**src/rtl/ata_seq_pkg.sv**
```systemverilog
// ----------------------------------------------------------------------------
// ATA PIO sequencer package
// Codes, constants and the job record passed from front to back.
// ----------------------------------------------------------------------------
`timescale 1ns / 1ps

package ata_seq_pkg;

  typedef enum logic [2:0] {
    OP_START_RD   = 3'd0,
    OP_START_WR   = 3'd1,
    OP_STATUS     = 3'd2,
    OP_DRIVE_WORD = 3'd3,
    OP_HOST_WORD  = 3'd4
  } op_t;

  typedef enum logic [2:0] {
    ACT_WR_REG    = 3'd0,
    ACT_RD_STATUS = 3'd1,
    ACT_RD_DATA   = 3'd2,
    ACT_WR_DATA   = 3'd3,
    ACT_DELIVER   = 3'd4,
    ACT_FINISH    = 3'd5,
    ACT_NEED_HOST = 3'd6
  } act_t;

  typedef enum logic [2:0] {
    OUT_OK        = 3'd0,
    OUT_REJECTED  = 3'd1,
    OUT_BSY_PRE   = 3'd2,
    OUT_BSY_POST  = 3'd3,
    OUT_DRQ_FAIL  = 3'd4,
    OUT_LATER     = 3'd5
  } outcome_t;

  typedef enum logic [1:0] {
    JK_ONE = 2'd0,
    JK_TWO = 2'd1,
    JK_CMD = 2'd2
  } job_kind_t;

  localparam logic [1:0] CFG_DRIVE_TOTAL = 2'd0;
  localparam logic [1:0] CFG_DEVICE_SEL  = 2'd1;
  localparam logic [1:0] CFG_POLL_LIMIT  = 2'd2;

  localparam logic [2:0] REG_SECCNT  = 3'd2;
  localparam logic [2:0] REG_LBA_LO  = 3'd3;
  localparam logic [2:0] REG_LBA_MID = 3'd4;
  localparam logic [2:0] REG_LBA_HI  = 3'd5;
  localparam logic [2:0] REG_DEVICE  = 3'd6;
  localparam logic [2:0] REG_COMMAND = 3'd7;

  localparam logic [7:0] CMD_READ      = 8'h20;
  localparam logic [7:0] CMD_READ_EXT  = 8'h24;
  localparam logic [7:0] CMD_WRITE     = 8'h30;
  localparam logic [7:0] CMD_WRITE_EXT = 8'h34;
  localparam logic [7:0] DEV_LBA28     = 8'hE0;
  localparam logic [7:0] DEV_LBA48     = 8'h40;

  localparam int ST_BSY = 7;
  localparam int ST_DRQ = 3;
  localparam int ST_ERR = 0;

  localparam int LBA28_BITS = 28;

  localparam logic [47:0] DRIVE_TOTAL_RST = 48'd0;
  localparam logic [7:0]  DEVICE_SEL_RST  = 8'hA0;
  localparam logic [21:0] POLL_LIMIT_RST  = 22'd2000000;

  // one entry of the front-to-back queue
  typedef struct packed {
    job_kind_t   kind;
    act_t        a0;
    logic [15:0] v0;
    outcome_t    o0;
    act_t        a1;
    outcome_t    o1;
    logic [47:0] lba;
    logic [7:0]  cnt;
    logic [7:0]  dev;
    logic        wr;
  } job_t;

endpackage

```
**src/rtl/ata_seq_front.sv**
```systemverilog
// ----------------------------------------------------------------------------
// ATA PIO sequencer front end
// Takes input words, tracks the transfer phase and queues result jobs.
// ----------------------------------------------------------------------------
`timescale 1ns / 1ps

module ata_seq_front import ata_seq_pkg::*; #(
  parameter int MAX_SECTORS      = 8,
  parameter int WORDS_PER_SECTOR = 256
) (
  input  logic        clk,
  input  logic        rst_n,
  input  logic        cfg_we,
  input  logic [1:0]  cfg_index,
  input  logic [47:0] cfg_wdata,
  input  logic        in_valid,
  input  logic [2:0]  in_op,
  input  logic [87:0] in_data,
  input  logic        q_full,
  output logic        in_ready,
  output logic        job_push,
  output job_t        job
);

  localparam int SEC_W = $clog2(MAX_SECTORS + 1);
  localparam int WL_W  = $clog2(WORDS_PER_SECTOR + 1);

  typedef enum logic [3:0] {
    PH_IDLE, PH_BSY_PRE, PH_BSY_POST, PH_DRQ, PH_RDATA, PH_WDATA, PH_BSY_MID, PH_BSY_END
  } phase_t;

  phase_t             phase_r, phase_nxt;
  logic               wr_r, wr_nxt;
  logic [SEC_W-1:0]   sl_r, sl_nxt;
  logic [WL_W-1:0]    wl_r, wl_nxt;
  logic [21:0]        pc_r, pc_nxt;
  logic               first_r, first_nxt;
  logic [47:0]        lba_r, lba_nxt;
  logic [7:0]         cnt_r, cnt_nxt;
  logic [47:0]        drive_total_r;
  logic [7:0]         dev_sel_r;
  logic [21:0]        poll_limit_r;

  logic [47:0]        f_lba;
  logic [15:0]        f_cnt;
  logic [7:0]         f_st;
  logic [15:0]        f_word;
  logic               accept, bsy, drq, err, exh;
  logic [22:0]        pc_inc;
  logic [WL_W-1:0]    wl_dec;
  logic [SEC_W-1:0]   sl_dec;

  assign f_lba  = in_data[47:0];
  assign f_cnt  = in_data[63:48];
  assign f_st   = in_data[71:64];
  assign f_word = in_data[87:72];
  assign bsy    = f_st[ST_BSY];
  assign drq    = f_st[ST_DRQ];
  assign err    = f_st[ST_ERR];

  assign in_ready = !q_full;
  assign accept   = in_valid && in_ready;
  assign pc_inc   = {1'b0, pc_r} + 23'd1;
  assign exh      = pc_inc >= {1'b0, poll_limit_r};
  assign wl_dec   = (wl_r != '0) ? wl_r - WL_W'(1) : wl_r;
  assign sl_dec   = (sl_r != '0) ? sl_r - SEC_W'(1) : sl_r;

  always_comb begin
    phase_nxt = phase_r;
    wr_nxt    = wr_r;
    sl_nxt    = sl_r;
    wl_nxt    = wl_r;
    pc_nxt    = pc_r;
    first_nxt = first_r;
    lba_nxt   = lba_r;
    cnt_nxt   = cnt_r;
    job_push  = 1'b0;
    job       = '0;
    job.kind  = JK_ONE;
    job.a0    = ACT_RD_STATUS;
    job.o0    = OUT_OK;
    job.a1    = ACT_RD_STATUS;
    job.o1    = OUT_OK;
    job.lba   = lba_r;
    job.cnt   = cnt_r;
    job.dev   = dev_sel_r;
    job.wr    = wr_r;
    if (accept) begin
      case (phase_r)
        PH_IDLE: begin
          if (in_op == OP_START_RD || in_op == OP_START_WR) begin
            job_push = 1'b1;
            if (drive_total_r == '0 || f_cnt == '0 || f_cnt > 16'(MAX_SECTORS)) begin
              job.a0 = ACT_FINISH;
              job.o0 = OUT_REJECTED;
            end else begin
              wr_nxt    = in_op[0];
              lba_nxt   = f_lba;
              cnt_nxt   = f_cnt[7:0];
              sl_nxt    = f_cnt[SEC_W-1:0];
              wl_nxt    = '0;
              first_nxt = 1'b1;
              pc_nxt    = '0;
              phase_nxt = PH_BSY_PRE;
            end
          end
        end
        PH_BSY_PRE, PH_BSY_POST, PH_BSY_MID, PH_BSY_END, PH_DRQ: begin
          if (in_op == OP_STATUS) begin
            job_push = 1'b1;
            pc_nxt   = pc_inc[21:0];
            if (phase_r == PH_DRQ) begin
              if (err || (!drq && exh)) begin
                phase_nxt = PH_IDLE;
                job.a0    = ACT_FINISH;
                job.o0    = (wr_r || first_r) ? OUT_DRQ_FAIL : OUT_LATER;
              end else if (drq) begin
                wl_nxt    = WL_W'(WORDS_PER_SECTOR);
                phase_nxt = wr_r ? PH_WDATA : PH_RDATA;
                job.a0    = wr_r ? ACT_NEED_HOST : ACT_RD_DATA;
              end
            end else if (!bsy || exh) begin
              case (phase_r)
                PH_BSY_PRE: begin
                  if (bsy) begin
                    phase_nxt = PH_IDLE;
                    job.a0    = ACT_FINISH;
                    job.o0    = OUT_BSY_PRE;
                  end else begin
                    job.kind  = JK_CMD;
                    pc_nxt    = '0;
                    phase_nxt = PH_BSY_POST;
                  end
                end
                PH_BSY_POST: begin
                  if (bsy) begin
                    phase_nxt = PH_IDLE;
                    job.a0    = ACT_FINISH;
                    job.o0    = OUT_BSY_POST;
                  end else begin
                    pc_nxt    = '0;
                    phase_nxt = PH_DRQ;
                  end
                end
                PH_BSY_MID: begin
                  pc_nxt    = '0;
                  phase_nxt = PH_DRQ;
                end
                default: begin
                  phase_nxt = PH_IDLE;
                  job.a0    = ACT_FINISH;
                  job.o0    = OUT_OK;
                end
              endcase
            end
          end
        end
        PH_RDATA, PH_WDATA: begin
          if ((in_op == OP_DRIVE_WORD && phase_r == PH_RDATA) ||
              (in_op == OP_HOST_WORD && phase_r == PH_WDATA)) begin
            job_push = 1'b1;
            job.kind = JK_TWO;
            job.a0   = wr_r ? ACT_WR_DATA : ACT_DELIVER;
            job.v0   = f_word;
            wl_nxt   = wl_dec;
            if (wl_dec == '0) begin
              sl_nxt    = sl_dec;
              first_nxt = 1'b0;
              pc_nxt    = '0;
              if (sl_dec == '0) begin
                if (wr_r) begin
                  phase_nxt = PH_BSY_END;
                end else begin
                  phase_nxt = PH_IDLE;
                  job.a1    = ACT_FINISH;
                end
              end else begin
                phase_nxt = wr_r ? PH_DRQ : PH_BSY_MID;
              end
            end else begin
              job.a1 = wr_r ? ACT_NEED_HOST : ACT_RD_DATA;
            end
          end
        end
        default: ;
      endcase
    end
  end

  always_ff @(posedge clk) begin
    if (!rst_n) begin
      phase_r       <= PH_IDLE;
      wr_r          <= 1'b0;
      sl_r          <= '0;
      wl_r          <= '0;
      pc_r          <= '0;
      first_r       <= 1'b0;
      lba_r         <= '0;
      cnt_r         <= '0;
      drive_total_r <= DRIVE_TOTAL_RST;
      dev_sel_r     <= DEVICE_SEL_RST;
      poll_limit_r  <= POLL_LIMIT_RST;
    end else begin
      phase_r <= phase_nxt;
      wr_r    <= wr_nxt;
      sl_r    <= sl_nxt;
      wl_r    <= wl_nxt;
      pc_r    <= pc_nxt;
      first_r <= first_nxt;
      lba_r   <= lba_nxt;
      cnt_r   <= cnt_nxt;
      if (cfg_we) begin
        case (cfg_index)
          CFG_DRIVE_TOTAL: drive_total_r <= cfg_wdata;
          CFG_DEVICE_SEL:  dev_sel_r     <= cfg_wdata[7:0];
          CFG_POLL_LIMIT:  poll_limit_r  <= cfg_wdata[21:0];
          default: ;
        endcase
      end
    end
  end

endmodule

```
**src/rtl/ata_seq_fifo.sv**
```systemverilog
// ----------------------------------------------------------------------------
// ATA PIO sequencer job queue
// Small first-in first-out store of jobs between front and back.
// ----------------------------------------------------------------------------
`timescale 1ns / 1ps

module ata_seq_fifo import ata_seq_pkg::*; #(
  parameter int DEPTH = 4
) (
  input  logic clk,
  input  logic rst_n,
  input  logic push,
  input  job_t push_job,
  input  logic pop,
  output job_t head,
  output logic empty,
  output logic full
);

  localparam int AW = (DEPTH > 1) ? $clog2(DEPTH) : 1;
  localparam int CW = $clog2(DEPTH + 1);

  job_t            mem [DEPTH];
  logic [AW-1:0]   wp_r, rp_r;
  logic [CW-1:0]   count_r;
  logic            do_push, do_pop;

  assign empty   = (count_r == '0);
  assign full    = (count_r == CW'(DEPTH));
  assign do_push = push && !full;
  assign do_pop  = pop && !empty;
  assign head    = mem[rp_r];

  always_ff @(posedge clk) begin
    if (do_push) begin
      mem[wp_r] <= push_job;
    end
  end

  always_ff @(posedge clk) begin
    if (!rst_n) begin
      wp_r    <= '0;
      rp_r    <= '0;
      count_r <= '0;
    end else begin
      if (do_push) begin
        wp_r <= (wp_r == AW'(DEPTH - 1)) ? '0 : wp_r + AW'(1);
      end
      if (do_pop) begin
        rp_r <= (rp_r == AW'(DEPTH - 1)) ? '0 : rp_r + AW'(1);
      end
      if (do_push && !do_pop) begin
        count_r <= count_r + CW'(1);
      end else if (do_pop && !do_push) begin
        count_r <= count_r - CW'(1);
      end
    end
  end

endmodule

```
**src/rtl/ata_seq_back.sv**
```systemverilog
// ----------------------------------------------------------------------------
// ATA PIO sequencer back end
// Expands queued jobs into result words into a registered output stage.
// ----------------------------------------------------------------------------
`timescale 1ns / 1ps

module ata_seq_back import ata_seq_pkg::*; (
  input  logic        clk,
  input  logic        rst_n,
  input  job_t        head,
  input  logic        empty,
  output logic        pop,
  output logic        out_valid,
  input  logic        out_ready,
  output logic [31:0] out_data,
  output logic        out_last
);

  localparam logic [3:0] STEP_CMD_LAST = 4'd10;
  localparam logic [3:0] STEP_SHORT    = 4'd4;

  logic [3:0]  step_r;
  logic        valid_r;
  logic [31:0] data_r;
  logic        last_r;

  logic        ext, advance, r_last;
  logic [3:0]  idx;
  act_t        r_act;
  logic [2:0]  r_off;
  logic [15:0] r_val;
  outcome_t    r_oc;
  logic [7:0]  cmd_byte;

  assign ext      = |head.lba[47:LBA28_BITS];
  assign idx      = ext ? step_r : step_r + STEP_SHORT;
  assign cmd_byte = head.wr ? (ext ? CMD_WRITE_EXT : CMD_WRITE)
                            : (ext ? CMD_READ_EXT : CMD_READ);
  assign advance  = !valid_r || out_ready;
  assign pop      = advance && !empty && r_last;

  always_comb begin
    r_act  = ACT_WR_REG;
    r_off  = '0;
    r_val  = '0;
    r_oc   = OUT_OK;
    r_last = 1'b1;
    case (head.kind)
      JK_ONE: begin
        r_act = head.a0;
        r_oc  = head.o0;
      end
      JK_TWO: begin
        if (step_r == '0) begin
          r_act  = head.a0;
          r_val  = head.v0;
          r_last = 1'b0;
        end else begin
          r_act = head.a1;
          r_oc  = head.o1;
        end
      end
      JK_CMD: begin
        r_last = (idx == STEP_CMD_LAST);
        case (idx)
          4'd0: begin r_off = REG_SECCNT;  r_val = 16'h0000; end
          4'd1: begin r_off = REG_LBA_LO;  r_val = {8'h00, head.lba[31:24]}; end
          4'd2: begin r_off = REG_LBA_MID; r_val = {8'h00, head.lba[39:32]}; end
          4'd3: begin r_off = REG_LBA_HI;  r_val = {8'h00, head.lba[47:40]}; end
          4'd4: begin r_off = REG_SECCNT;  r_val = {8'h00, head.cnt}; end
          4'd5: begin r_off = REG_LBA_LO;  r_val = {8'h00, head.lba[7:0]}; end
          4'd6: begin r_off = REG_LBA_MID; r_val = {8'h00, head.lba[15:8]}; end
          4'd7: begin r_off = REG_LBA_HI;  r_val = {8'h00, head.lba[23:16]}; end
          4'd8: begin
            r_off = REG_DEVICE;
            r_val = ext ? {8'h00, head.dev | DEV_LBA48}
                        : {8'h00, head.dev | DEV_LBA28 | {4'h0, head.lba[27:24]}};
          end
          4'd9: begin r_off = REG_COMMAND; r_val = {8'h00, cmd_byte}; end
          default: r_act = ACT_RD_STATUS;
        endcase
      end
      default: ;
    endcase
  end

  always_ff @(posedge clk) begin
    if (!rst_n) begin
      valid_r <= 1'b0;
      step_r  <= '0;
    end else if (advance) begin
      valid_r <= !empty;
      if (!empty) begin
        step_r <= r_last ? '0 : step_r + 4'd1;
      end
    end
  end

  always_ff @(posedge clk) begin
    if (advance && !empty) begin
      data_r <= {7'd0, r_oc, r_val, r_off, r_act};
      last_r <= r_last;
    end
  end

  assign out_valid = valid_r;
  assign out_data  = data_r;
  assign out_last  = last_r;

endmodule

```
**src/rtl/ata_pio_transfer_sequencer_core.sv**
```systemverilog
// ----------------------------------------------------------------------------
// ATA PIO transfer sequencer core
// Host-side LBA28/LBA48 PIO read and write sequencer, polled status.
// ----------------------------------------------------------------------------
// channel  dir  handshake             payload
// in_      in   in_tvalid/in_tready   tuser operation, tdata request/status/word
// out_     out  out_tvalid/out_tready tdata bus action, tlast end of answer
// cfg_     in   cfg_we                cfg_index, cfg_wdata
//
// One input word per cycle is taken while the job queue has room.
// The back end registers each result word in its output stage; a command issue
// yields seven or eleven words, so the output stage sets the pace there.
// Synchronous active-low reset; configuration resets to its defaults.
// A stalled output holds its word and the queue absorbs input meanwhile.
// ----------------------------------------------------------------------------
`timescale 1ns / 1ps

module ata_pio_transfer_sequencer_core import ata_seq_pkg::*; #(
  parameter int MAX_SECTORS      = 8,
  parameter int WORDS_PER_SECTOR = 256,
  parameter int QUEUE_DEPTH      = 4
) (
  input  logic        clk,
  input  logic        rst_n,
  input  logic        cfg_we,
  input  logic [1:0]  cfg_index,
  input  logic [47:0] cfg_wdata,
  input  logic        in_tvalid,
  output logic        in_tready,
  input  logic [87:0] in_tdata,   // lba[47:0], sector_count[63:48],
                                  // status_byte[71:64], data_word[87:72]
  input  logic [2:0]  in_tuser,   // operation
  output logic        out_tvalid,
  input  logic        out_tready,
  output logic [31:0] out_tdata,  // action[2:0], reg_offset[5:3],
                                  // value[21:6], outcome[24:22], zero pad
  output logic        out_tlast
);

  job_t job, head;
  logic job_push, q_full, q_empty, q_pop;

  ata_seq_front #(
    .MAX_SECTORS      (MAX_SECTORS),
    .WORDS_PER_SECTOR (WORDS_PER_SECTOR)
  ) u_front (
    .clk       (clk),
    .rst_n     (rst_n),
    .cfg_we    (cfg_we),
    .cfg_index (cfg_index),
    .cfg_wdata (cfg_wdata),
    .in_valid  (in_tvalid),
    .in_op     (in_tuser),
    .in_data   (in_tdata),
    .q_full    (q_full),
    .in_ready  (in_tready),
    .job_push  (job_push),
    .job       (job)
  );

  ata_seq_fifo #(
    .DEPTH (QUEUE_DEPTH)
  ) u_queue (
    .clk      (clk),
    .rst_n    (rst_n),
    .push     (job_push),
    .push_job (job),
    .pop      (q_pop),
    .head     (head),
    .empty    (q_empty),
    .full     (q_full)
  );

  ata_seq_back u_back (
    .clk       (clk),
    .rst_n     (rst_n),
    .head      (head),
    .empty     (q_empty),
    .pop       (q_pop),
    .out_valid (out_tvalid),
    .out_ready (out_tready),
    .out_data  (out_tdata),
    .out_last  (out_tlast)
  );

endmodule

```
**config.mk**
```make
export PLATFORM = sky130hd
export DESIGN_NAME = ata_pio_transfer_sequencer_core
export DESIGN_NICKNAME = d
export VERILOG_FILES = /design/src/rtl/ata_seq_pkg.sv /design/src/rtl/ata_seq_front.sv /design/src/rtl/ata_seq_fifo.sv /design/src/rtl/ata_seq_back.sv /design/src/rtl/ata_pio_transfer_sequencer_core.sv
export SDC_FILE = /design/constraint.sdc
export NUM_CORES = 1
export LEC_CHECK = 0
export BUFFER_PORTS_ARGS = -buffer_cell sky130_fd_sc_hd__buf_4
export CAP_MARGIN = 20
export CELL_PAD_IN_SITES_DETAIL_PLACEMENT = 1
export CELL_PAD_IN_SITES_GLOBAL_PLACEMENT = 1
export CORE_ASPECT_RATIO = 0.5
export CORE_MARGIN = 10
export CORE_UTILIZATION = 50
export DETAILED_ROUTE_END_ITERATION = 10
export PLACE_DENSITY = 0.8
export SLEW_MARGIN = 5
export SYNTH_ARGS = -nofsm -noshare
export SYNTH_HDL_FRONTEND = slang
export SYNTH_SLANG_ARGS = --single-unit
```
**constraint.sdc**
```tcl
create_clock -name clk -period 8.52 [get_ports clk]
set_clock_uncertainty 0.05 [all_clocks]
set_input_delay 0 -clock clk [delete_from_list [all_inputs] [get_ports clk]]
set_output_delay 0 -clock clk [all_outputs]
set_load 0.03 [all_outputs]
```
== Word level (Yosys, flattened, before mapping) ==
Memories as Yosys holds them, arrays and structs flattened. A register that Yosys moved wholly into a read port is not among the register bits.
Cells that the tools add are included.
Operators by class
  mux-type cells: 112
  bitwise gates (word level): 3
  $add $sub $neg: 9
  $lt $le $gt $ge: 2
  reduce and logical (&&, ||, !) cells: 59
  equality and inequality tests: 38
Operators by type and width (count)
  22-bit 2-to-1 mux: 8
  16-bit one-hot mux with 9 select lines: 1
  3-bit 2-to-1 mux: 26
  9-bit 2-to-1 mux: 8
  4-bit 2-to-1 mux: 17
  22-bit one-hot mux with 3 select lines: 1
  48-bit logical NOT: 1
  22-bit one-hot mux with 2 select lines: 1
  4-bit by 3-bit == test with 1-bit output, second input constant: 8
  16-bit 2-to-1 mux: 2
  16-bit one-hot mux with 2 select lines: 1
  27-bit 2-to-1 mux: 1
  9-bit one-hot mux with 3 select lines: 1
  3-bit one-hot mux with 2 select lines: 4
  22-bit by 1-bit adder with 23-bit output, second input constant: 1
  23-bit by 22-bit >= comparator with 1-bit output: 1
  2-bit 2-to-1 mux: 11
  20-bit 2-to-1 mux: 1
  20-bit OR reduction: 1
  3-bit one-hot mux with 3 select lines: 2
  3-bit one-hot mux with 6 select lines: 1
  9-bit AND reduction: 2
  4-bit by 2-bit == test with 1-bit output, second input constant: 4
  16-bit by 4-bit greater-than comparator with 1-bit output, second input constant: 1
  48 further kinds: 118
Storage, ports and cells
  memories: 1
  register bits: 213
  output and inout port bits: 35
  RAM bits: 368
  bits of input ports: 146
  logic and storage cells: 243
Memories
  u_queue.mem: depth 4, bits a word 92, read ports 1, clocked after Yosys merged registers in 1, write ports 1, RTL line ata_seq_fifo.sv:23  | job_t mem [DEPTH];

== Longest topological paths before layout ==
Gate-level depths: netlist of the first run.
  word-level depth: 11
  depth in mapped cells: 20
  mapped depth without buffers: 19

== By module ==
From an unflattened synthesis of the first run, not the netlist that was laid out.
Second synthesis, totals
  cell total of the unflattened synthesis: 1894
  area, all modules: 25169.1 um^2
Modules (own cells, without submodules)
  ata_seq_fifo: instances 1, seq. area each 11591.1 um^2, area each 14226.1 um^2, cells each 548
  ata_seq_front: instances 1, seq. area each 3483.3 um^2, area each 8444.3 um^2, cells each 1061
  ata_seq_back: instances 1, seq. area each 880.8 um^2, area each 2498.6 um^2, cells each 285

== Worst setup path after synthesis of the first run ==
No wires, ideal clock.
  path kind: register to register
  from: reg u_queue.count_r[0]
  to: mem u_queue.mem[0][0] (netlist name), enable pin
  stages on the path, launching flop included: 12
  period minus slack after synthesis: 6.657 ns
  arrival: 6.054 ns
  path buffers: 1
  path slack: 1.863 ns
  data required time: 7.917 ns
  setup time: 0.553 ns
  cells stage by stage: dfxtp_1 nor2_1 nand2_1 nand2_1 a21oi_1 o211ai_1 a21o_1 or2_1 clkbuf_1 inv_1 nor2_2 nor2b_1
On the way
  cells in the longest elaborated chain, start to end: 7
Ends and longest elaborated chain
  from (decl): RTL line ata_seq_fifo.sv:25  | logic [CW-1:0] count_r;
  from (signal assigned): RTL line ata_seq_fifo.sv:53  | count_r <= count_r + CW'(1);
  from (signal assigned): RTL line ata_seq_fifo.sv:55  | count_r <= count_r - CW'(1);
  3-bit == test *: RTL line ata_seq_fifo.sv:29  | assign full = (count_r == CW'(DEPTH));
  1-bit logical NOT *: RTL line ata_seq_front.sv:61  | assign in_ready = !q_full;
  via in_tready: RTL line ata_pio_transfer_sequencer_core.sv:29  | output logic in_tready,
  1-bit logical AND: RTL line ata_seq_front.sv:62  | assign accept = in_valid && in_ready;
  1-bit 2-to-1 mux: RTL line ata_seq_front.sv:88  | if (accept) begin
  1-bit logical AND *: RTL line ata_seq_fifo.sv:30  | assign do_push = push && !full;
  1-bit 2-to-1 mux *: RTL line ata_seq_fifo.sv:35  | if (do_push) begin
  1-bit 2-to-1 mux (not written as such) *: RTL line ata_seq_fifo.sv:36  | mem[wp_r] <= push_job;
  to (decl): RTL line ata_seq_fifo.sv:23
Mark *: on every way through the listed nets, which the timed path passes. The rest lies on a longest branch.

==> results.md, run 1 <==
* TritonCTS clock tree: yes
* Leftover overflow at the end of global routing at 0
* Final Max Tran Viols at 0
* TritonCTS sink count at a little under 600
* Worst r2r path cells at 16
* Worst Max-Slew Pin Slew at 1.03 ns
* Min-delay worst type: in -> reg
* Most common library cell in the layout ignoring fill and taps: sky130_fd_sc_hd__edfxtp_1
* Wire length of the first global-routing pass at 109000 µm
* Commonest cells after routing, fill and taps aside: sky130_fd_sc_hd__edfxtp_1, sky130_fd_sc_hd__nand2_1, sky130_fd_sc_hd__buf_4, sky130_fd_sc_hd__dfxtp_1, sky130_fd_sc_hd__dlygate4sd3_1
* Relative slew slack at 0.313
* Clk Tree Root Cell: sky130_fd_sc_hd__clkbuf_16
* Endpoint of the lowest-slack register-to-register path: u_queue.count_r[2]
* Post-synthesis register bit count at 577
* Area of the mapped netlist at 24200 µm²
* Routed length per placed instance at 25.3 µm
* Chip Height at between 150 and 200 µm
* Share of flip-flops with an asynchronous set or reset at 0
* Violation count after the first detailed-route iteration at about 1400
* Area leader, netlist: sky130_fd_sc_hd__edfxtp_1
* Horizontal extent of the die at between 300 and 400 µm
* Initial core utilization at 0.511
* Final sum of negative setup slack at 0 ns
* WP data arrival at 6.14 ns
* Run status: complete, no violations
* Top-area cell type share of the netlist area at 0.484
* Antenna Nets Post-Route at 0
* Total I/O pin count at 181
* Max_cap viols at 0
* Placeable Area at approximately 47000 µm²
* Tot GR Track Use at 0.240
* Area growth from synthesis to layout at 19.8%
* Peak Freq at 176 MHz
* Number of synthesized flops with an enable pin at 390
* Cell area power density at 239 nW/µm²
* Site Rows at between 50 and 60
* Type of element launching the critical path: flip-flop
* Final-report hold violation count at 0
* Port Buffer Count at 168
* Remaining design rule violation count at 0
* Latest clock arrival within the worst-skew pair at 0.62 ns
* Number of antenna violations at the first check in global routing at 5
* Crit path required time at between 8 and 9 ns
* Number of failing setup endpoints in the final timing report at 0
* Maximum buffer depth of the clock tree at 3
* P_leak at 0.0104 µW
* Total number of nets in the final design at 2289
* Total length of routed wires at 70500 µm
* Vias in the first global route at 18000
* Peak VDD IR at ~0.00014 V
* Count of distinct cell types in the synthesized netlist at 80
* Main area contributors after synthesis: sky130_fd_sc_hd__edfxtp_1, sky130_fd_sc_hd__dfxtp_1, sky130_fd_sc_hd__mux4_2, sky130_fd_sc_hd__nand2_1, sky130_fd_sc_hd__a21boi_0
* Period Utilization, post-route at 0.666
* End point of the critical path: u_queue.count_r[2]
* Vias after detailed routing at 16600
* Crit end category: flip-flop
* Main synth FF type: sky130_fd_sc_hd__edfxtp_1
* Start of the worst register-to-register path: u_front.drive_total_r[2]
* Type of the worst setup path: reg -> reg
* Cts bufs inserted at 51
* Vias per cell at 5.97
* Mean instance size in the synthesized netlist at 13.2 µm²
* Clock transition at the register clock pins on the worst setup and hold paths after CTS at approximately 0.080 ns
* HPWL after detailed placement at 41200 µm
* Pin count of the biggest net entering global routing at between 100 and 150
* Layout cells sized above 1 at 0.182
* Part of the Yosys area used for sequential elements at 0.639
* First element of the critical path: u_front.drive_total_r[2]
* Flop-to-flop setup slack at 2.84 ns
* Maximum fanout along the worst path at 24
* Warnings from Yosys at 0
* Final core occ at 0.613
* RSZ-0062 raised after global routing: false
* Buffers inserted during post-CTS setup optimization at 0
* Resized cells post-CTS at 0
* Die Footprint at 58100 µm²
* Total iterations of the first detailed-routing run at 5
* Routability-driven placement congestion ratio at approximately 0.85
* Gate count after technology mapping at 1828
* Count of H-tree levels built during CTS at 2
* CTS hold repair buffers at 126
* Final critical-path required period at approximately 5.7 ns
* Filler cell count in the final layout at 4594
cells in the mapped netlist (20+ instances only):
cell,number
sky130_fd_sc_hd__a22oi_1,27
sky130_fd_sc_hd__a21oi_1,35
sky130_fd_sc_hd__nor2_1,57
sky130_fd_sc_hd__nor4_1,22
sky130_fd_sc_hd__nor2b_1,36
sky130_fd_sc_hd__inv_1,53
sky130_fd_sc_hd__a21boi_0,125
sky130_fd_sc_hd__and2_1,26
sky130_fd_sc_hd__clkbuf_1,73
sky130_fd_sc_hd__edfxtp_1,390
sky130_fd_sc_hd__o21ai_0,26
sky130_fd_sc_hd__nand2_1,325
sky130_fd_sc_hd__mux4_2,91
sky130_fd_sc_hd__ha_1,42
sky130_fd_sc_hd__dfxtp_1,187
sky130_fd_sc_hd__mux2i_1,20
sky130_fd_sc_hd__nand3_1,36
sky130_fd_sc_hd__xnor2_1,20
area by class of cell:
| type | instances | area (µm²) | area share |
|---|---|---|---|
| clock inverter | 23 | 180 | 0.00622 |
| tap | 638 | 798 | 0.0276 |
| inverter | 55 | 206 | 0.00713 |
| clock buffer | 73 | 1460 | 0.0504 |
| multi-input combinational | 1099 | 8150 | 0.281 |
| timing repair buffer | 316 | 2710 | 0.0934 |
| sequential | 577 | 15500 | 0.534 |
| antenna | 5 | 12.5 | 0.000432 |
cells by family (layout without fill, tap and decap cells):
family | Yosys count | in the layout | share of synthesized area
compound gates | 319 | 319 | 0.0945
other cells | 1 | 12 | 0.000155
simple gates | 586 | 586 | 0.111
buf+inv | 158 | 467 | 0.0270
mux | 114 | 114 | 0.0944
fa+ha+maj | 43 | 43 | 0.0226
xor+xnor | 30 | 30 | 0.0109
flops | 577 | 577 | 0.639
how the worst min path moves through the flow:
stage                   from                   endpoint  slack (ns)  cells after the start
2_1_floorplan   cfg_wdata[5]       u_front.dev_sel_r[5]        0.08                      2
3_3_place_gp   cfg_wdata[15]   u_front.poll_limit_r[15]        0.20                      3
3_5_place_dp   cfg_wdata[15]   u_front.poll_limit_r[15]        0.20                      3
4_1_cts         cfg_index[0]  u_front.drive_total_r[15]       0.002                      5
5_1_grt         cfg_index[1]  u_front.drive_total_r[33]        0.06                      5
6_report        cfg_index[1]  u_front.drive_total_r[15]        0.04                      5
registers in the layout, summed over array words and instances (netlist names), 7 cells and up, named ones only:
| name | count |
|---|---|
| u_front.pc_r | 22 |
| u_front.wl_r | 9 |
| u_back.out_data | 25 |
| u_front.drive_total_r | 48 |
| u_front.cnt_r | 8 |
| u_front.dev_sel_r | 7 |
| u_front.poll_limit_r | 22 |
| u_front.lba_r | 48 |
| u_queue.mem | 364 |
per-stage QoR:
stage               cell area [µm²]  setup WS (ns)  power (µW)  cells  hold slack [ns]
global placement              26000           3.05        4500   2554            0.195
global route                  29000           2.53        7170   2785           0.0594
floorplan                     24200           1.86        4100   1834           0.0751
finish                        29000           2.84        6920   2786           0.0371
CTS                           28900           2.79        6890   2776          0.00175
detailed placement            26000           2.97        4550   2554            0.199
where the power goes:
part / total [µW] / internal, µW / switching (µW) / leakage (µW)
Clock: 2330 / 1240 / 1090 / 0.000804
Sequential: 3250 / 3120 / 126 / 0.00545
Combinational: 1340 / 577 / 765 / 0.00417
Total: 6920 / 4940 / 1990 / 0.0104
per-layer routing:
layer	up-vias	global-route usage	share of wire
met3	197	0.0454	0.063
met5	-	0	0
met1	8448	0.288	0.39
li1	7299	-	-
met2	677	0.421	0.51
met4	0	0.0960	0.038
worst max-delay path, stage by stage, from the launching register on:
cell	delay [ns]
sky130_fd_sc_hd__dfxtp_1	0.32
sky130_fd_sc_hd__nor4_1	0.63
sky130_fd_sc_hd__nand4_1	0.20
sky130_fd_sc_hd__o311ai_1	0.76
sky130_fd_sc_hd__o31ai_1	0.21
sky130_fd_sc_hd__o211ai_1	0.19
sky130_fd_sc_hd__a21o_1	0.29
sky130_fd_sc_hd__or2_1	0.34
sky130_fd_sc_hd__inv_1	0.47
sky130_fd_sc_hd__nor2_2	0.72
sky130_fd_sc_hd__inv_1	0.14
sky130_fd_sc_hd__ha_1	0.26
sky130_fd_sc_hd__inv_1	0.12
sky130_fd_sc_hd__fa_1	0.22
sky130_fd_sc_hd__xor2_1	0.11
sky130_fd_sc_hd__or3_1	0.33
sky130_fd_sc_hd__a21boi_0	0.22
No activity file was read; power rests on OpenSTA's default activity.
==> inputs of run 2 (changes only) <==
Settings changed: CORE_UTILIZATION 50 to 45, PLACE_DENSITY 0.8 to 0.76.
Clock period 8.52 ns to 4.7 ns, I/O delays scaled along.
==> run 2 against run 1 <==
  * Sequential power up 78%
  * Fmax up 29%
  * Clock power up 79%
  * Highest routed layer unchanged
  * Final area up 1.2%
  * Total power up 80%
  * Non-clock buffer count up 25
  * Clock-buffer cell count up 3
  * Global-route usage down 3.4 points
  * Sequential share of layout area down 0.65 points
  * Core utilization down 5.5 points
  * Combinational power up 88%
  * Critical path type unchanged
==> results.md, run 2 (same netlist as run 1, synthesis figures left out) <==
* Run status: complete, no violations
* Type of the worst setup path: reg -> reg
* HPWL after detailed placement at 41000 µm (-0.37%)
* Register ranked first by flip-flop count: u_queue.mem
* TritonCTS clock tree: yes
* Final sum of negative setup slack at 0 ns (unchanged)
* Largest register FFs at 364 (unchanged)
* TritonCTS sink count at 577 (unchanged)
* Total I/O pin count at 181 (unchanged)
* Remaining design rule violation count at 0 (unchanged)
* Final worst-path setup slack at 0.283 ns (-2.56 ns)
* Maximum buffer depth of the clock tree at 3 (unchanged)
* Final hold slack at 0.159 ns (+0.122 ns)
* P_leak at 0.0106 µW (+1.3%)
* Period Utilization, post-route at 0.940 (+0.274)
* RSZ-0062 raised after global routing: false
* Port Buffer Count at 168 (unchanged)
* Number of antenna violations at the first check in global routing at 1 (-4)
* Antenna Nets Post-Route at 0 (unchanged)
* WP data arrival at 4.87 ns (-1.27 ns)
* Total length of routed wires at 66900 µm (-5.2%)
* Max_cap viols at 0 (unchanged)
* DP Worst Slack at 0.365 ns (-2.60 ns)
* Non-filler cells, final at 2866 (+2.9%)
* Vias per cell at 5.64 (-5.5%)
* Cts bufs inserted at 50 (-2.0%)
* Largest registers: u_queue.mem (364), u_front.drive_total_r (48), u_front.lba_r (48)
* Share of power burned in combinational logic at 0.202 (+0.008)
* Worst Max-Slew Pin Slew at 1.07 ns (+0.0442 ns)
* Violation count after the first detailed-route iteration at 1304 (-8.9%)
* Relative slew slack at 0.284 (-0.0295)
* Register share of total power at 0.464 (-0.005)
* Commonest cells after routing, fill and taps aside: sky130_fd_sc_hd__edfxtp_1, sky130_fd_sc_hd__nand2_1, sky130_fd_sc_hd__buf_4
* Tot GR Track Use at 0.206 (-0.0339)
* Wire length of the first global-routing pass at 104000 µm (-4.6%)
* Final-report hold violation count at 0 (unchanged)
* Vias after detailed routing at 16200 (-2.8%)
* Final critical-path required period at 4.42 ns (-1.26 ns)
* Total number of nets in the final design at 2313 (+1.0%)
* Latest clock arrival within the worst-skew pair at 0.61 ns (about the same)
* Longest individual stage delay on the worst path at 0.56 ns (-0.20 ns)
* Number of failing setup endpoints in the final timing report at 0 (unchanged)
* Peak Freq at 226 MHz (+29%)
* Pin count of the biggest net entering global routing at 83 (-25%)
* Filler cell count in the final layout at 5220 (+14%)
* Buffers inserted during post-CTS setup optimization at 0 (unchanged)
* Count of H-tree levels built during CTS at 2 (unchanged)
* Area growth from synthesis to layout at 21.3%
* Cell Count Post-Placement at 2637 (+3.2%)
* Routability-driven placement congestion ratio at 0.826 (-3.2%)
* Clock transition at the register clock pins on the worst setup and hold paths after CTS at 0.07 ns (about the same)
* Layout cells sized above 1 at 0.186 (+0.00378)
* Min-delay worst type: in -> reg
* Proportion of power drawn by the clock network at 0.334 (-0.003)
* Die Footprint at 64000 µm² (+10%)
* Maximum fanout along the worst path at 12 (-50%)
* Leftover overflow at the end of global routing at 0 (unchanged)
* Psw at 3510 µW (+77%)
* Vias in the first global route at 17500 (-2.9%)
* Peak VDD IR at 0.000318 V (+130%)
* Critical path cell sequence: buf_4 > mux4_2 > nor4_1 > nand3_1 > o21ai_1 > o21ai_1 > a31o_2 > nand2_1 > ha_1 > inv_1 > fa_1 > xor2_1 > or3_1 > a21boi_0
* Internal power of the cells at 8960 µW (+81%)
* Chip Height at 184 µm (+4.8%)
* Crit path required time at 5.15 ns (-3.83 ns)
* Placeable Area at 52600 µm² (+11%)
* Final Max Tran Viols at 0 (unchanged)
* Top cell by count, worst path: sky130_fd_sc_hd__o21ai_1
* Cell with the biggest individual delay on the critical path: sky130_fd_sc_hd__mux4_2
* Total iterations of the first detailed-routing run at 5 (unchanged)
* Most common library cell in the layout ignoring fill and taps: sky130_fd_sc_hd__edfxtp_1
* Initial core utilization at 0.460 (-0.0512)
* Type of element launching the critical path: flip-flop
* Site Rows at 59 (+5.4%)
* Fraction of power spent switching nets at 0.282 (-0.00515)
* Crit end category: flip-flop
* Cell area power density at 425 nW/µm² (+78%)
* Horizontal extent of the die at 348 µm (+5.1%)
* Routed length per placed instance at 23.3 µm (-7.8%)
* Clk Tree Root Cell: sky130_fd_sc_hd__clkbuf_16
* CTS hold repair buffers at 136 (+7.9%)
* Resized cells post-CTS at 0 (unchanged)
## run 2: through the flow
stage | total power [µW] | instance area [µm²] | utilization
final | 12500 | 29300 | 0.558
after global routing | 12900 | 29300 | 0.558
after CTS | 12500 | 29300 | 0.558
after detailed placement | 8310 | 26400 | 0.501
after global placement | 8240 | 26400 | 0.501
after floorplan | 7440 | 24200 | -
## run 2: cell type report
| class | count | area (µm²) | area share |
|---|---|---|---|
| diodes | 1 | 2.50 | 0.0000853 |
| clock buffers | 76 | 1450 | 0.0496 |
| clock inverters | 16 | 154 | 0.00525 |
| inverters | 55 | 206 | 0.00704 |
| multi-input cells | 1099 | 8150 | 0.278 |
| flip-flops and latches | 577 | 15500 | 0.527 |
| well taps | 701 | 877 | 0.0299 |
| repair buffers | 341 | 3030 | 0.103 |
## run 2: worst paths after layout
| path | startpoint | end | slack (ns) | cells past startpoint |
|---|---|---|---|---|
| max reg2reg | flip-flop | u_queue.count_r[2] | 0.28 | 14 |
| min | cfg_wdata[10] | u_front.poll_limit_r[10] | 0.16 | 4 |
| max | flip-flop | u_queue.count_r[2] | 0.28 | 14 |
| min reg2reg | u_front.drive_total_r[42] | u_front.drive_total_r[42] | 0.42 | 2 |
## run 2: critical path, delay by kind of cell (launching register included)
kind | cells | cell delay [ns]
XOR/XNOR | 1 | 0.16
AO/OA/AOI/OAI | 4 | 0.96
AND/OR/NAND/NOR | 4 | 1.20
adder cells (fa/ha/maj) | 2 | 0.68
flip-flops | 1 | 0.37
buffers and inverters | 2 | 0.34
multiplexers | 1 | 0.56
## run 2: power groups by stage
| stage | combinational [µW] | sequential, µW | clock, µW |
|---|---|---|---|
| after floorplan | 1340 | 6090 | 0 |
| after global placement | 2360 | 5880 | 0 |
| after detailed placement | 2420 | 5890 | 0 |
| after CTS | 2520 | 5780 | 4180 |
| after global routing | 2690 | 5810 | 4450 |
| final | 2520 | 5790 | 4160 |
## run 2: layer usage
metal | vias up | share of wire | track usage
met4 | 0 | 0.022 | 0.0547
met3 | 101 | 0.055 | 0.0395
met2 | 440 | 0.51 | 0.364
met5 | - | 0 | 0
met1 | 8275 | 0.41 | 0.257
li1 | 7340 | - | -
==> inputs of run 3 (changes only) <==
Settings changed: CAP_MARGIN 20 to not set, REMOVE_ABC_BUFFERS set to 1.
==> run 3 against run 2 <==
  * Wire length increased by 1.6%
  * Die area unchanged
  * Critical path depth decreased by 1
  * Register-to-register slack got worse by 0.03 ns
  * Sequential power about the same
  * Flip-flop and latch count unchanged
  * Hold slack got worse by 0.12 ns
  * Worst setup slack got worse by 0.030 ns
  * Critical path type unchanged
==> results.md, run 3 (same netlist as run 1, synthesis figures left out) <==
* Run status: complete, no violations
* Final hold slack at 0.0363 ns (-0.123 ns)
* P_leak at 0.0107 µW (+1.1%)
* Most common library cell in the layout ignoring fill and taps: sky130_fd_sc_hd__edfxtp_1
* Maximum buffer depth of the clock tree at 3 (unchanged)
* Filler cell count in the final layout at 5234 (+0.27%)
* Placeable Area at 52600 µm² (unchanged)
* Worst Max-Slew Pin Slew at 1.09 ns (+0.0200 ns)
* Routing usage on met2 at 0.378 (+0.0144)
* Vias per cell at 5.64 (about the same)
* Met1 demand-to-capacity share in global routing at 0.252 (-0.00515)
* Total iterations of the first detailed-routing run at 5 (unchanged)
* Maximum fanout along the worst path at 15 (+3)
* GR Util met3 at 0.0281 (-0.0114)
* Cell area power density at 429 nW/µm² (+0.98%)
* Horizontal extent of the die at 348 µm (unchanged)
* Clock transition at the register clock pins on the worst setup and hold paths after CTS at 0.07 ns (about the same)
* HPWL after detailed placement at 41800 µm (+2.0%)
* Cell with the biggest individual delay on the critical path: sky130_fd_sc_hd__mux4_2
* FF/Latch Area at 15500 µm² (unchanged)
* Buffers inserted during post-CTS setup optimization at 0 (unchanged)
* Global routing's busiest layer: met2
* Period Utilization, post-route at 0.946 (+0.00643)
* Relative slew slack at 0.270 (-0.0133)
* Latest clock arrival within the worst-skew pair at 0.60 ns (about the same)
* Total length of routed wires at 67900 µm (+1.6%)
* Leftover overflow at the end of global routing at 0 (unchanged)
* Share of power burned in combinational logic at 0.196 (-0.006)
* Internal power of the cells at 9240 µW (+3.2%)
* Antenna Nets Post-Route at 0 (unchanged)
* Max_cap viols at 0 (unchanged)
* Layout cells sized above 1 at 0.188 (+0.00256)
* Clk Tree Root Cell: sky130_fd_sc_hd__clkbuf_16
* Family with the most delay on the worst path: simple AND/OR/NAND/NOR gates
* Final critical-path required period at 4.45 ns (+0.0302 ns)
* Cts bufs inserted at 51 (+2.0%)
* Non-filler cells, final at 2899 (+1.2%)
* Vias after detailed routing at 16400 (+1.2%)
* Pin count of the biggest net entering global routing at 76 (-8.4%)
* Total number of nets in the final design at 2339 (+1.1%)
* Psw at 3510 µW (about the same)
* Site Rows at 59 (unchanged)
* Peak Freq at 225 MHz (-0.68%)
* Port Buffer Count at 168 (unchanged)
* Type of the worst setup path: reg -> reg
* Number of failing setup endpoints in the final timing report at 0 (unchanged)
* Commonest cells after routing, fill and taps aside: sky130_fd_sc_hd__edfxtp_1, sky130_fd_sc_hd__nand2_1, sky130_fd_sc_hd__buf_4
* Register ranked first by flip-flop count: u_queue.mem
* Routed length per placed instance at 23.4 µm (+0.46%)
* Final Max Tran Viols at 0 (unchanged)
* Area growth from synthesis to layout at 22.9%
* Proportion of power drawn by the clock network at 0.349 (+0.015)
* Peak VDD IR at 0.000291 V (-8.6%)
* Die Footprint at 64000 µm² (unchanged)
* TritonCTS clock tree: yes
* Final core occ at 0.565 (+0.00738)
* Chip Height at 184 µm (unchanged)
* Vias in the first global route at 17800 (+1.9%)
* TritonCTS sink count at 577 (unchanged)
* Largest register FFs at 364 (unchanged)
* Min-delay worst type: in -> reg
* Cell Count Post-Placement at 2647 (+0.38%)
* WP data arrival at 4.88 ns (about the same)
* Tot GR Track Use at 0.207 (+0.00116)
* Register share of total power at 0.455 (-0.009)
* Overall power consumption at 12800 µW (+2.3%)
* Crit path required time at 5.13 ns (-0.02 ns)
* Routability-driven placement congestion ratio at 0.815 (-1.2%)
* Fraction of power spent switching nets at 0.275 (-0.00629)
* Multi-input combinational cell area at 8150 µm² (about the same)
* Initial core utilization at 0.460 (unchanged)
* Total I/O pin count at 181 (unchanged)
* Critical path cell sequence: mux4_2 > nor4_1 > nand3_1 > o21ai_1 > o21ai_1 > a31o_2 > nand2_1 > ha_1 > inv_1 > fa_1 > xor2_1 > or3_1 > a21boi_0
* Largest registers: u_queue.mem (364), u_front.drive_total_r (48), u_front.lba_r (48)
* Type of element launching the critical path: flip-flop
* Remaining design rule violation count at 0 (unchanged)
* Crit end category: flip-flop
* Longest individual stage delay on the worst path at 0.60 ns (+0.04 ns)
* Count of H-tree levels built during CTS at 2 (unchanged)
* Crit path buffers/inverters at 1 (-1)
* RSZ-0062 raised after global routing: false
* Number of antenna violations at the first check in global routing at 3 (+2)
* Final-report hold violation count at 0 (unchanged)
* Violation count after the first detailed-route iteration at 1176 (-9.8%)
* Wire length of the first global-routing pass at 104000 µm (+0.69%)
* Top cell by count, worst path: sky130_fd_sc_hd__o21ai_1
[run 3: cell count changes in the layout (fill, tap and decap cells not counted), sizes merged]
cell,delta
clkinv,+9
dlygate4sd3,+15
inv,-2
bufinv,+7
buf,+10
clkinvlp,+2
diode,+4
clkbuf,-12
[run 3: path summary, 6_finish.rpt]
path,from,endpoint,slack [ns],depth (start not counted)
max,flip-flop,u_queue.count_r[2],0.25,13
min,in_tuser[2],u_queue.mem[3][88],0.04,4
max reg2reg,flip-flop,u_queue.count_r[2],0.25,13
min reg2reg,u_front.first_r,u_front.first_r,0.41,2
[run 3: layout make-up]
| type | count | area share |
|---|---|---|
| timing repair buffer | 366 | 0.109 |
| sequential | 577 | 0.520 |
| inverter | 55 | 0.00695 |
| tap | 701 | 0.0295 |
| antenna | 5 | 0.000421 |
| clock buffer | 64 | 0.0456 |
| multi-input combinational | 1099 | 0.274 |
| clock inverter | 32 | 0.0134 |
[run 3: worst min-delay path, cell delays in order]
cell,delay [ns]
sky130_fd_sc_hd__buf_4,0.11
sky130_fd_sc_hd__nor3b_1,0.09
sky130_fd_sc_hd__nand3_1,0.11
sky130_fd_sc_hd__a21oi_1,0.14
[run 3: routing by layer]
metal | vias up | part of all wire
met5 | - | 0
met4 | 0 | 0.031
met3 | 128 | 0.041
met2 | 410 | 0.52
met1 | 8400 | 0.41
li1 | 7419 | -
[run 3: what timing repair did]
item                                   4_1_cts  5_1_grt
setup endpoints to repair                    0        4
hold buffers                               151        0
endpoints found under the hold margin      223        0
resized for setup                            0        1
[run 3: per-stage QoR]
stage	setup TNS [ns]	instance area, µm²	worst slack [ns]
after floorplan	-824.99	23800	-2.50
after global placement	0	26400	0.462
after detailed placement	0	26400	0.366
after CTS	0	29700	0.320
after global routing	0	29700	0.0545
final	0	29700	0.253
[run 3: power groups by stage]
| stage | logic [µW] | clock network (µW) | registers (µW) |
|---|---|---|---|
| global route | 2670 | 4740 | 5820 |
| detailed placement | 2420 | 0 | 5900 |
| CTS | 2520 | 4490 | 5800 |
| floorplan | 1190 | 0 | 6290 |
| global placement | 2360 | 0 | 5890 |
| finish | 2500 | 4460 | 5800 |
